===== src/rtl/aad_pkg.sv =====
package aad_pkg;

  localparam int unsigned POS_W    = 13;
  localparam int unsigned OPW      = 14;
  localparam int unsigned EDGE_W   = 2 * OPW;
  localparam int unsigned SUM_W    = 32;
  localparam int unsigned PIX_W    = 8;
  localparam int unsigned DCOL_W   = 11;
  localparam int unsigned DROW_W   = 12;
  localparam int unsigned TW_W     = 12;
  localparam int unsigned LANES    = 3;
  localparam int unsigned DIV_CNT_W = 6;
  localparam int unsigned CFG_IDX_W = 3;
  localparam int unsigned CFG_DATA_W = 13;

  localparam logic [CFG_IDX_W-1:0] CFG_SOURCE_WIDTH  = 3'd0;
  localparam logic [CFG_IDX_W-1:0] CFG_SOURCE_HEIGHT = 3'd1;
  localparam logic [CFG_IDX_W-1:0] CFG_TARGET_WIDTH  = 3'd2;
  localparam logic [CFG_IDX_W-1:0] CFG_TARGET_HEIGHT = 3'd3;

  localparam logic [DCOL_W-1:0] DCOL_MAX = '1;
  localparam logic [DROW_W-1:0] DROW_MAX = '1;

  typedef struct packed {
    logic [PIX_W-1:0] red_in;
    logic [PIX_W-1:0] green_in;
    logic [PIX_W-1:0] blue_in;
    logic             frame_start;
  } pix_in_t;

  typedef struct packed {
    logic [PIX_W-1:0]  red_out;
    logic [PIX_W-1:0]  green_out;
    logic [PIX_W-1:0]  blue_out;
    logic [DCOL_W-1:0] out_column;
    logic [DROW_W-1:0] out_row;
    logic              frame_end;
  } pix_out_t;

  typedef enum logic [1:0] {
    OP_COL,
    OP_ROW,
    OP_AREA
  } op_sel_e;

  typedef logic [LANES-1:0][SUM_W-1:0] lanes_t;

  typedef struct packed {
    logic    accept;
    logic    clr_en;
    logic    start_pos;
    logic    mul_en;
    logic    div_start;
    op_sel_e op_sel;
    logic    col_edge_ld;
    logic    row_edge_ld;
    logic    rd_en;
    logic    acc_en;
    logic    out_ld;
    logic    adv;
  } ctrl_cmd_t;

  typedef struct packed {
    logic clr_last;
    logic reload_col;
    logic reload_row;
    logic div_done;
    logic emit;
    logic col_adv;
    logic row_adv;
    logic out_busy;
  } dp_status_t;

endpackage


===== src/rtl/aad_ctrl.sv =====
module aad_ctrl import aad_pkg::*; (
  input  logic       clk_i,
  input  logic       rst_ni,
  input  logic       in_valid_i,
  input  logic       in_frame_start_i,
  output logic       in_ready_o,
  input  dp_status_t status_i,
  output ctrl_cmd_t  cmd_o
);

  typedef enum logic [4:0] {
    S_CLEAR, S_IDLE, S_START,
    S_CMUL, S_CDIV, S_CWAIT,
    S_RMUL, S_RDIV, S_RWAIT,
    S_READ, S_ACC, S_CHK,
    S_AMUL, S_ADIV, S_AWAIT,
    S_EMIT, S_ADV
  } state_e;

  state_e state_q;
  logic   pend_q;
  logic   phase_q;

  always_ff @(posedge clk_i or negedge rst_ni) begin
    if (!rst_ni) begin
      state_q <= S_CLEAR;
      pend_q  <= 1'b0;
      phase_q <= 1'b0;
    end else begin
      unique case (state_q)
        S_CLEAR: begin
          if (status_i.clr_last) begin
            state_q <= pend_q ? S_START : S_IDLE;
            pend_q  <= 1'b0;
          end
        end
        S_IDLE: begin
          phase_q <= 1'b0;
          if (in_valid_i) begin
            if (in_frame_start_i) begin
              pend_q  <= 1'b1;
              state_q <= S_CLEAR;
            end else begin
              state_q <= S_START;
            end
          end
        end
        S_START: state_q <= status_i.reload_col ? S_CMUL : S_READ;
        S_CMUL:  state_q <= S_CDIV;
        S_CDIV:  state_q <= S_CWAIT;
        S_CWAIT: begin
          if (status_i.div_done) begin
            if (phase_q) state_q <= S_IDLE;
            else state_q <= status_i.reload_row ? S_RMUL : S_READ;
          end
        end
        S_RMUL:  state_q <= S_RDIV;
        S_RDIV:  state_q <= S_RWAIT;
        S_RWAIT: begin
          if (status_i.div_done) state_q <= phase_q ? S_IDLE : S_READ;
        end
        S_READ:  state_q <= S_ACC;
        S_ACC:   state_q <= S_CHK;
        S_CHK:   state_q <= status_i.emit ? S_AMUL : S_ADV;
        S_AMUL:  state_q <= S_ADIV;
        S_ADIV:  state_q <= S_AWAIT;
        S_AWAIT: begin
          if (status_i.div_done) state_q <= S_EMIT;
        end
        S_EMIT: begin
          if (!status_i.out_busy) state_q <= S_ADV;
        end
        S_ADV: begin
          phase_q <= 1'b1;
          if (status_i.col_adv) state_q <= S_CMUL;
          else if (status_i.row_adv) state_q <= S_RMUL;
          else state_q <= S_IDLE;
        end
        default: state_q <= S_IDLE;
      endcase
    end
  end

  always_comb begin
    cmd_o        = '0;
    cmd_o.op_sel = OP_COL;
    unique case (state_q)
      S_CLEAR: cmd_o.clr_en    = 1'b1;
      S_IDLE:  cmd_o.accept    = in_valid_i;
      S_START: cmd_o.start_pos = 1'b1;
      S_CMUL:  cmd_o.mul_en    = 1'b1;
      S_CDIV:  cmd_o.div_start = 1'b1;
      S_CWAIT: cmd_o.col_edge_ld = status_i.div_done;
      S_RMUL: begin
        cmd_o.op_sel = OP_ROW;
        cmd_o.mul_en = 1'b1;
      end
      S_RDIV: begin
        cmd_o.op_sel    = OP_ROW;
        cmd_o.div_start = 1'b1;
      end
      S_RWAIT: cmd_o.row_edge_ld = status_i.div_done;
      S_READ:  cmd_o.rd_en  = 1'b1;
      S_ACC:   cmd_o.acc_en = 1'b1;
      S_AMUL: begin
        cmd_o.op_sel = OP_AREA;
        cmd_o.mul_en = 1'b1;
      end
      S_ADIV: begin
        cmd_o.op_sel    = OP_AREA;
        cmd_o.div_start = 1'b1;
      end
      S_EMIT:  cmd_o.out_ld = !status_i.out_busy;
      S_ADV:   cmd_o.adv    = 1'b1;
      default: ;
    endcase
  end

  assign in_ready_o = state_q == S_IDLE;

`ifndef SYNTHESIS
  assert property (@(posedge clk_i) disable iff (!rst_ni)
    cmd_o.accept |=> state_q != S_IDLE)
    else $error("Controller stayed idle after taking a transaction.");
`endif

endmodule


===== config.mk =====
export PLATFORM = sky130hd
export DESIGN_NAME = aad_ctrl
export DESIGN_NICKNAME = d
export VERILOG_FILES = /design/src/rtl/aad_pkg.sv /design/src/rtl/aad_ctrl.sv
export SDC_FILE = /design/constraint.sdc
export NUM_CORES = 1
export LEC_CHECK = 0
export ABC_AREA = 0
export ABC_CLOCK_PERIOD_IN_PS = 2900
export BUFFER_PORTS_ARGS = -buffer_cell sky130_fd_sc_hd__buf_2
export CAP_MARGIN = 0
export CORE_UTILIZATION = 35
export CTS_CLUSTER_SIZE = 14
export DETAILED_ROUTE_END_ITERATION = 12
export SLEW_MARGIN = 10
export SYNTH_ARGS = -nofsm -noshare
export SYNTH_HDL_FRONTEND = slang
export SYNTH_SLANG_ARGS = --single-unit

===== constraint.sdc =====
create_clock -name clk_i -period 2.9 [get_ports clk_i]
set_clock_uncertainty 0.05 [all_clocks]
set_input_delay 0.435 -clock clk_i [delete_from_list [all_inputs] [get_ports clk_i]]
set_output_delay 0.435 -clock clk_i [all_outputs]
set_load 0.01 [all_outputs]

==> impl_results.md <==
* Outcome: finished, final reports clean
* Critical R2R Launch: state_q[0]
* Max Cap Viol at 0
* Initial antenna violation count at 0
* Pleak at 0.434 nW
* Vias at 858
* WL/cell at 12.7 µm
* Adder-cell share of the synthesized area at 0%
* Most frequent cells in the layout: buf_2, nor2_1, nand2_1
* Share of the synthesized area in the top cell type at 22.0%
* Hold_sp: status_i[7]
* Yosys cell types at 42
* CP cell instances: nor2b_1 -> or3_1 -> a21oi_1 -> buf_2
* DR DRC count at 0
* GR Layer Usage met1 at 24.4%
* RSZ-0062 raised after global routing: false
* Final Hold Vio Count at 0
* PnR Total Power at 0.967 mW
* Core area at 2040 µm²
* Post-Layout Inst Area at 940 µm²
* Starting Density at 39.0%
* Critical path class: reg2out
* 1st-iter DRT viols at 13
* GR Overflow Total at 0
* Rows at 16
* Most used routing layer: met2
* Met2 Use GR at 28.2%
* Worst reg2reg path depth at 4
* Syn avg cell area at 7.37 µm²
* Post-DP Area at 903 µm²
* Crit path capture type: output port
* Commonest non-fill, non-tap cell in the layout: buf_2
* Layout Area Growth over Synthesis at 18.1%
* FMAX at 416 MHz
* Seq/Total Area, Yosys at 22.0%
* CP Data Arrival Time at 1.92 ns
* CTS buffer count at 3
* Syn nets at 120
* Slew Limit Fails at 0
* Period utilisation layout at 83.0%
* Final core utilization at 46.0%
* Mux share of post-synthesis cell area at 1.42%
* Max transition margin at 52.8%
* Final setup viols at 0
* Largest net degree at the start of global routing at 26
* Max VDD drop at 0.000599 V
* DR pass1 iterations at 4
* Compound-Gate Fraction of Synth Area at 31.1%
* Vias in the first global route at 780
* Synth Area in XOR/XNOR at 1.10%
* Die Y at 49.7 µm
* Hold EP: pend_q
* Fin crit period at 2.41 ns
* Routed WL at 1990 µm
* Worst EP required at 2.41 ns
* Largest family of logic cells by synthesized area: simple AND/OR/NAND/NOR gates
* Final Non-Filler Cells at 157
* Fillers at 216
* Setup TNS at 0 ns
* Post-synthesis cell area at 796 µm²
* Post-Synthesis Cells at 108
* Post-detail-place hpwl at 1460 µm
* IO buf count at 25
* Root Buffer: clkbuf_4
* Dominant cell type by area after synthesis: dfrtp_1
* Final GP Congestion at 0.794
* Sink Count at 7
* Chip Width at 49.7 µm
* Ys Warns at 0
* Skew-Pair Late Insertion Delay at 0.25 ns
* RR Endpoint: state_q[0]
* Hold/Removal Path Class: in2reg
* CTS max path bufs at 2
* All-Layer GR Usage at 17.8%
* Die area at 2470 µm²
* Least-Margin Pin Slew at 0.708 ns
* Antenna-violating nets left at 0
* PwrDens at 1030 nW/µm²
* Flops & latches, synth at 7
* Ratio of cells with drive above 1 in the final layout at 28.5%
* # diodes at 0
* DP Cell Count at 152
* Hold depth at 2
* Startpoint Class: flop
* Final net count at 143
* Slowest CP cell: dfrtp_1
* Slowest stage delay, CP at 0.80 ns
* Max H-tree Level at 1
* Crit-path max FO at 25
* Most area-consuming cells after synthesis: dfrtp_1, nor2b_1, nand2_1
* Simple-gate portion of the synthesized area at 35.1%
* First-pass GRT wire length at 3460 µm
* Worst R2R Setup Slack at 0.84 ns
* Grt met3 use at 4.94%
* Clock transition at the registers of the reported paths at 0.05 ns
* DR vias/cell at 5.46
* Number of I/O pins at 26
* CTS tree: yes
-- cells by family (layout without fill, tap and decap cells) --
logic type | Yosys count | count (layout)
compound gates | 33 | 33
simple gates | 52 | 52
xor+xnor | 1 | 1
buf+inv | 14 | 36
mux | 1 | 1
flops | 7 | 7
-- flip-flops by register name, summed over array words and instances, names as in the netlist --
signal   cells
phase_q      1
state_q      5
pend_q       1
-- routing by layer --
layer | routed length [µm] | vias up
li1 | - | 434
met1 | 981 | 394
met2 | 886 | 28
met3 | 117 | 2
met4 | 7 | 0
met5 | 0 | -
-- how the worst max path moves through the flow --
stage | slack [ns] | end | cells after the start | from
global route | 0.31 | cmd_o[8] | 4 | state_q[0]
global placement | 0.83 | cmd_o[8] | 4 | state_q[0]
finish | 0.49 | cmd_o[8] | 4 | state_q[0]
floorplan | 1.10 | cmd_o[8] | 4 | state_q[3]
detailed placement | 0.78 | cmd_o[8] | 4 | state_q[0]
CTS | 0.50 | cmd_o[8] | 4 | state_q[0]
-- where the power goes --
group          leakage, nW  switching [mW]  internal [mW]
Sequential          0.0889           0.171          0.139
Combinational        0.330           0.292          0.276
Clock               0.0150          0.0363         0.0525
Total                0.434           0.500          0.467
-- repair_timing --
item / in CTS / in global routing
gates resized for setup: 0 / 0
setup buffers: 0 / 0
endpoints found under the hold margin: 7 / 0
hold buffers: 1 / 0
-- through the flow --
step                      hold slack (ns)  worst slack, ns
after CTS                           0.316            0.503
after global placement              0.223            0.832
after detailed placement            0.223            0.776
after global routing                0.330            0.312
final                               0.317            0.493
after floorplan                    0.0894             1.10
-- cell usage after synthesis --
cell / n
nand2_1: 11
nor2_1: 11
a21oi_1: 8
nor2b_1: 8
dfrtp_1: 7
inv_1: 6
buf_2: 5
nor3_1: 5
o21ai_0: 4
o211ai_1: 3
a31oi_1: 2
and2_1: 2
and3_1: 2
buf_6: 2
nor3b_1: 2
nor4_1: 2
o21ai_1: 2
or3_1: 2
a2111oi_2: 1
a211oi_1: 1
a21o_1: 1
a21oi_2: 1
a222oi_1: 1
a311o_1: 1
and2b_4: 1
and3b_1: 1
clkbuf_1: 1
mux2_2: 1
nand2_2: 1
nand2b_1: 1
nand3_1: 1
nand3b_1: 1
nor4_2: 1
o2111ai_2: 1
o211ai_2: 1
o21ba_1: 1
o21bai_1: 1
o22ai_2: 1
o311ai_1: 1
o31ai_1: 1
o32a_1: 1
xnor2_1: 1
-- layout make-up --
cell class                 instances  area (µm²)  area share [%]
inverter                           6        22.5            2.40
sequential                         7         175            18.6
tap                               27        33.8            3.60
timing repair buffer              26         135            14.4
multi-input combinational         87         547            58.2
clock buffer                       4        26.3            2.80
-- worst max-delay path, delay by kind of cell, from the launching register on --
kind            cells  cell delay, ns
compound gates      1            0.14
buf+inv             1            0.14
flops               1            0.80
simple gates        2            0.58
Note: power is estimated with default switching activity, not from simulation.
